--- src/rtl/yrt_pkg.sv ---
// Shared types and constants for the packed-table YUV to RGB888 converter.
// No dependencies; imported by yrt_front, yrt_back and the top level.
package yrt_pkg;

  // Input stream field widths and tdata layout (lowest bit first).
  localparam int unsigned IndexW   = 10;
  localparam int unsigned WordW    = 32;
  localparam int unsigned SampleW  = 8;
  localparam int unsigned ByteW    = 8;
  localparam int unsigned InDataW  = 80;   // 74 payload bits, padded to 10 bytes
  localparam int unsigned OutDataW = 48;   // six color bytes

  localparam int unsigned IdxLsb   = 0;
  localparam int unsigned WordLsb  = IdxLsb + IndexW;
  localparam int unsigned ULsb     = WordLsb + WordW;
  localparam int unsigned VLsb     = ULsb + SampleW;
  localparam int unsigned YTopLsb  = VLsb + SampleW;
  localparam int unsigned YBotLsb  = YTopLsb + SampleW;

  // Operation selector carried in tuser.
  typedef enum logic {
    InOpLoad    = 1'b0,
    InOpConvert = 1'b1
  } yrt_in_op_e;

  // Table bank from the upper two bits of the load index.
  typedef enum logic [1:0] {
    BankLuma = 2'd0,
    BankU    = 2'd1,
    BankV    = 2'd2,
    BankNone = 2'd3
  } yrt_bank_e;

  // Classified command passed from front to back.
  typedef enum logic [1:0] {
    CmdWrLuma  = 2'd0,
    CmdWrU     = 2'd1,
    CmdWrV     = 2'd2,
    CmdConvert = 2'd3
  } yrt_cmd_e;

  // For writes: addr = slot within the bank, data = table word.
  // For converts: data = {luma_bottom, luma_top, chroma_v, chroma_u}.
  typedef struct packed {
    yrt_cmd_e            kind;
    logic [SampleW-1:0]  addr;
    logic [WordW-1:0]    data;
  } yrt_cmd_t;

  // Overflow fixup and channel positions in the packed word.
  localparam logic [WordW-1:0] FixMask    = 32'h4008_0100;
  localparam int unsigned      RedShift   = 0;
  localparam int unsigned      GreenShift = 22;
  localparam int unsigned      BlueShift  = 11;

endpackage

--- src/rtl/yrt_front.sv ---
// Front end: accepts stream requests, classifies them into table writes or
// converts, drops out-of-range loads, and queues commands. Uses yrt_pkg.
module yrt_front import yrt_pkg::*; #(
  parameter int unsigned QueueDepth = 4   // 2 or more
) (
  input  logic               clk_i,
  input  logic               rst_ni,
  input  logic               in_valid_i,
  output logic               in_ready_o,
  input  logic               in_op_i,
  input  logic [InDataW-1:0] in_data_i,
  output logic               cmd_valid_o,
  input  logic               cmd_ready_i,
  output yrt_cmd_t           cmd_o
);

  localparam int unsigned PtrW = $clog2(QueueDepth);
  localparam int unsigned CntW = $clog2(QueueDepth + 1);

  yrt_cmd_t            queue_q [QueueDepth];
  logic [PtrW-1:0]     wr_ptr_q, wr_ptr_d;
  logic [PtrW-1:0]     rd_ptr_q, rd_ptr_d;
  logic [CntW-1:0]     count_q, count_d;

  yrt_cmd_t  cmd_new;
  logic      keep;
  logic      push;
  logic      pop;
  yrt_bank_e bank;

  assign in_ready_o = (count_q != CntW'(QueueDepth));
  assign bank       = yrt_bank_e'(in_data_i[IdxLsb+IndexW-1 -: 2]);

  // Classify the request.
  always_comb begin
    cmd_new.addr = in_data_i[IdxLsb +: SampleW];
    cmd_new.data = in_data_i[WordLsb +: WordW];
    cmd_new.kind = CmdConvert;
    keep         = 1'b1;
    if (yrt_in_op_e'(in_op_i) == InOpConvert) begin
      cmd_new.data = {in_data_i[YBotLsb +: SampleW], in_data_i[YTopLsb +: SampleW],
                      in_data_i[VLsb +: SampleW],    in_data_i[ULsb +: SampleW]};
    end else begin
      unique case (bank)
        BankLuma: cmd_new.kind = CmdWrLuma;
        BankU:    cmd_new.kind = CmdWrU;
        BankV:    cmd_new.kind = CmdWrV;
        default:  keep = 1'b0;   // slot beyond the store: ignored
      endcase
    end
  end

  assign push        = in_valid_i && in_ready_o && keep;
  assign cmd_valid_o = (count_q != '0);
  assign pop         = cmd_valid_o && cmd_ready_i;
  assign cmd_o       = queue_q[rd_ptr_q];

  always_comb begin
    wr_ptr_d = wr_ptr_q;
    rd_ptr_d = rd_ptr_q;
    count_d  = count_q;
    if (push) begin
      wr_ptr_d = (wr_ptr_q == PtrW'(QueueDepth - 1)) ? '0 : wr_ptr_q + 1'b1;
    end
    if (pop) begin
      rd_ptr_d = (rd_ptr_q == PtrW'(QueueDepth - 1)) ? '0 : rd_ptr_q + 1'b1;
    end
    if (push && !pop) begin
      count_d = count_q + 1'b1;
    end else if (pop && !push) begin
      count_d = count_q - 1'b1;
    end
  end

  always_ff @(posedge clk_i or negedge rst_ni) begin
    if (!rst_ni) begin
      wr_ptr_q <= '0;
      rd_ptr_q <= '0;
      count_q  <= '0;
    end else begin
      wr_ptr_q <= wr_ptr_d;
      rd_ptr_q <= rd_ptr_d;
      count_q  <= count_d;
    end
  end

  always_ff @(posedge clk_i) begin
    if (push) begin
      queue_q[wr_ptr_q] <= cmd_new;
    end
  end

endmodule

--- config.mk ---
export PLATFORM = sky130hd
export DESIGN_NAME = yrt_front
export DESIGN_NICKNAME = d
export VERILOG_FILES = /design/src/rtl/yrt_pkg.sv /design/src/rtl/yrt_front.sv
export SDC_FILE = /design/constraint.sdc
export NUM_CORES = 1
export LEC_CHECK = 0
export CAP_MARGIN = 40
export CORE_UTILIZATION = 55
export DETAILED_ROUTE_END_ITERATION = 6
export DONT_BUFFER_PORTS = 1
export MAX_ROUTING_LAYER = met4
export PLACE_DENSITY = 0.69
export SYNTH_ARGS = -nofsm -noshare
export SYNTH_HDL_FRONTEND = slang
export SYNTH_SLANG_ARGS = --single-unit
--- constraint.sdc ---
create_clock -name clk_i -period 3.16 [get_ports clk_i]
set_input_delay 0.474 -clock clk_i [delete_from_list [all_inputs] [get_ports clk_i]]
set_output_delay 0.474 -clock clk_i [all_outputs]
set_load 0.005 [all_outputs]
Word-level counts from Yosys, hierarchy flattened --
Memory sizes are Yosys's and may differ from the RTL's. Index checks and enable logic that the tools add are counted.
Storage, ports and cells: register bits after elaboration 7, memory bits (writable) 168, input port bits 85, output and inout port bits 44, word-level logic and storage cells 35, memories 1
Operators by class: $add $sub $neg 4, equality and inequality tests 5, muxes and demuxes 11, reduce and logical (&&, ||, !) cells 11
Memories:
- queue_q | depth 4, width 42, read ports 1, clocked after memory_dff 0, write ports 1, line yrt_front.sv:20 | yrt_cmd_t queue_q [QueueDepth];
Operators with widths (count):
- $mux W32 | 1
- $eq A2 B2 Y1 const B | 3
- $mux W2 | 3
- $mux W3 | 2
- $pmux W2 S3 | 1
- $logic_and A1 B1 Y1 | 5
- $add A2 B1 Y2 const B | 2
- $mux W1 | 4
- $add A3 B1 Y3 const B | 1
- $ne A3 B3 Y1 const B | 1
- $reduce_bool A3 Y1 | 1
- $reduce_or A3 Y1 | 1
- $sub A3 B1 Y3 const B | 1
- $eq A2 B1 Y1 const B | 1
- $logic_not A1 Y1 | 2
- $logic_not A2 Y1 | 1
- $reduce_bool A2 Y1 | 1

Longest topological paths before layout --
depth in word-level cells 9, depth in mapped cells 8, gate-level depth less buffers 8

Least setup slack after synthesis --
No wires, ideal clock.
path kind register to register, from reg count_q[1], to reg count_q[2], setup time 0.079 ns, data arrival time 2.004 ns, data required time 3.081 ns, setup slack 1.077 ns, stages on the path, launching flop included 9, buffers on the path 0, clock period less this slack 2.083 ns, cells stage by stage dfrtp_1 or3_2 nand2_1 ha_1 inv_1 fa_1 xor2_1 nor2_1 xor2_1
On the way: elaborated cells on any way between the ends 14, those cells by class add/sub (2); eq/ne (1); mux (2); reduce/logical (9)
RTL lines:
- start, declared | line yrt_front.sv:23 | logic [CntW-1:0] count_q, count_d;
- start signal, assigned | line yrt_front.sv:83 | count_q <= count_d;
- $reduce_bool A3 Y1 * | line yrt_front.sv:54 | assign cmd_valid_o = (count_q != '0);
- via cmd_valid_o | line yrt_front.sv:12 | output logic cmd_valid_o,
- $logic_and A1 B1 Y1 * | line yrt_front.sv:55 | assign pop = cmd_valid_o && cmd_ready_i;
- $logic_not A1 Y1 | line yrt_front.sv:68 | if (push && !pop) begin
- $logic_and A1 B1 Y1 | line yrt_front.sv:68
- $mux W3 or $reduce_bool A2 Y1 (tied branches)
The timed path passes the listed nets; every way through them passes the cells marked *. The select of a mux whose other input is x is not followed. A chain may end at the register's enable or synchronous reset.

==> flow_summary.json <==
{
  "status": "complete, no violations",
  "synth_edf_count": 168,
  "synth_top_area_share_pct": 73.2,
  "netlist_instances": 295,
  "ys.flop_type": "edfxtp_1",
  "die_area_um2": 13000,
  "layout.nets": 399,
  "yosysWarnings": 0,
  "dr.pass1.iters": 4,
  "postSynthAreaPerCell_um2": 23.4,
  "hold_end": "queue_q[3][38]",
  "grt_max_degree": 36,
  "fillerInstances": 855,
  "antenna_found_initial": 0,
  "rsz0062_at_grt": "no",
  "cts_buffers": 17,
  "path_max_fanout": 25,
  "min_period_ps": 2470,
  "syn2layout_area_growth_pct": 11.0,
  "cp.arrival_ps": 2000,
  "clock_skew_ps": 5.61,
  "cts_resized": 0,
  "worstSetupEndpointType": "output pin",
  "clk_pin_slew_ps": 60,
  "fmax_mhz": 404,
  "drtAntennaViolNets": 0,
  "hold-worst-slack_ps": 154,
  "grt-ovfl-total": 0,
  "io_buffers": 0,
  "netlist-cell-type-count": 21,
  "synthArstFlopShare_pct": 4.00,
  "r2r-start": "count_q[1]",
  "gp_congestion": 0.676,
  "powerDensity_nw_per_um2": 878,
  "grt_pass1_wl_um": 16200,
  "fin_tns_setup_ps": 0,
  "rr_worst_depth": 8,
  "hp-class": "primary input to flop",
  "grtUsageTotal_pct": 18.7,
  "synth_seq_cells": 175,
  "num_rows": 40,
  "layout-drive-gt1-share_pct": 37.0,
  "clk_latency_ps": 410,
  "tightest_slew_ps": 726,
  "crit_chain": "buf_12 -> mux4_2",
  "critPathMaxStageDelay_ps": 700,
  "final_cell_mix": "168 x edfxtp_1, 42 x mux4_2, 35 x mux2_2",
  "syn_area_um2": 6890,
  "yosysSeqAreaShare_pct": 75.7,
  "slew_violations": 0,
  "wire_per_inst_um": 22.3,
  "tritoncts": "yes",
  "rrSetupSlack_ps": 810,
  "die_y_um": 114,
  "clock_path_buffers": 2,
  "num_vias": 2837,
  "drtIter0Drc": 195,
  "peakVddDrop_uv": 443,
  "hold-path-cell-count": 0,
  "cellLeakagePower_nw": 2.45,
  "setup_viol": 0,
  "ys_top_cells_by_area": "edfxtp_1 73%, mux4_2 14%, mux2_2 5.7%",
  "seq_area_um2": 5230,
  "grt_pass1_vias": 2943,
  "start_util_pct": 56.9,
  "drc": 0,
  "vias_per_cell": 5.83,
  "detailed_place_hpwl_um": 6520,
  "relSlewSlack_pct": 51.6,
  "die_x_um": 114,
  "multi_input_area_um2": 1590,
  "required_ps": 2690,
  "wl_um": 10900,
  "startpoint": "rd_ptr_q[0]",
  "cts-root-buf": "clkbuf_16",
  "io_pins": 129,
  "diodes": 0,
  "hold_viol": 0,
  "cp_slowest_cell": "dfrtp_4",
  "maxCapViolations": 0,
  "post_cts_buffers": 0,
  "critPathLaunchType": "flop",
  "synth.net_count": 387,
  "crit_type": "flop to output pin",
  "hold_start": "in_data_i[6]",
  "yosysTopAreaCell": "edfxtp_1",
  "htreeDepth": 4,
  "cts_num_sinks": 175,
  "fp.coreArea_um2": 12100,
  "r2r-end": "count_q[2]",
  "min_period_over_period_pct": 78.2,
  "layout_commonest_cell": "edfxtp_1"
}
[cell families after synthesis]
logic type	count (synthesis)	share of synthesized area, %
DFF	175	75.7
muxes	79	19.9
buffers and inverters	17	1.27
and+or+nand+nor	13	1.13
adders and majority gates	7	1.38
xor gates and xnor gates	3	0.381
AOI/OAI and AO/OA	1	0.254
[final cells by class]
class | instances | area share, %
clock buffer | 22 | 5.81
sequential | 175 | 68.3
inverter | 3 | 0.147
clock inverter | 9 | 1.23
tap | 168 | 2.75
timing repair buffer | 7 | 1.05
multi-input combinational | 103 | 20.7
[flip-flops by register name, indices dropped and copies added, names as in the netlist]
name,count
count_q,3
queue_q,168
wr_ptr_q,2
rd_ptr_q,2
[per-layer routing]
metal	track usage, %	part of all wire (%)	vias up
li1	-	-	1250
met2	31.5	55	92
met4	8.57	1.7	0
met3	4.89	4.6	17
met5	-	0	-
met1	21.0	39	1478
[worst max-delay path by stage]
stage / end / slack, ps / depth (start not counted)
after CTS: cmd_o[2] / 630 / 2
after global routing: cmd_o[0] / 540 / 2
after detailed placement: count_q[2] / 840 / 8
after floorplan: count_q[2] / 1080 / 8
after global placement: queue_q[0][3] / 900 / 4
final: cmd_o[0] / 690 / 2
[metrics by stage]
step           instances  power, W  instance area (um2)  worst slack (ps)  utilization [%]
6_report             487   0.00671                 7650               688             63.2
5_1_grt              487   0.00702                 7650               540             63.2
3_3_place_gp         454   0.00483                 7080               895             58.5
3_5_place_dp         455   0.00492                 7100               836             58.6
4_1_cts              487   0.00682                 7650               627             63.2
2_1_floorplan        295   0.00448                 6890              1080                -
[worst max-delay path, delay by kind of cell, from the launching register on]
family,cells,cell delay [ps]
DFF,1,700
muxes,1,580
buffers and inverters,1,290
[synthesized netlist by cell type, types with 3 or more instances]
cell type  count
buf_2          6
buf_4          4
inv_1          3
mux2_2        35
and2_2         4
buf_1          3
ha_1           6
edfxtp_1     168
nor2_1         3
mux4_2        42
dfrtp_1        7
[repair_timing]
item,4_1_cts,5_1_grt
endpoints found under the setup margin,0,0
hold endpoints to repair,7,0
hold buffers,1,0
[report_power, final]
| group | switching [W] | leakage (nW) | total [W] | internal, W |
|---|---|---|---|---|
| logic | 0.000764 | 0.578 | 0.00154 | 0.000772 |
| clock network | 0.000759 | 0.260 | 0.00190 | 0.00115 |
| registers | 0.000231 | 1.61 | 0.00327 | 0.00304 |
Note: power is estimated with default switching activity, not from simulation.
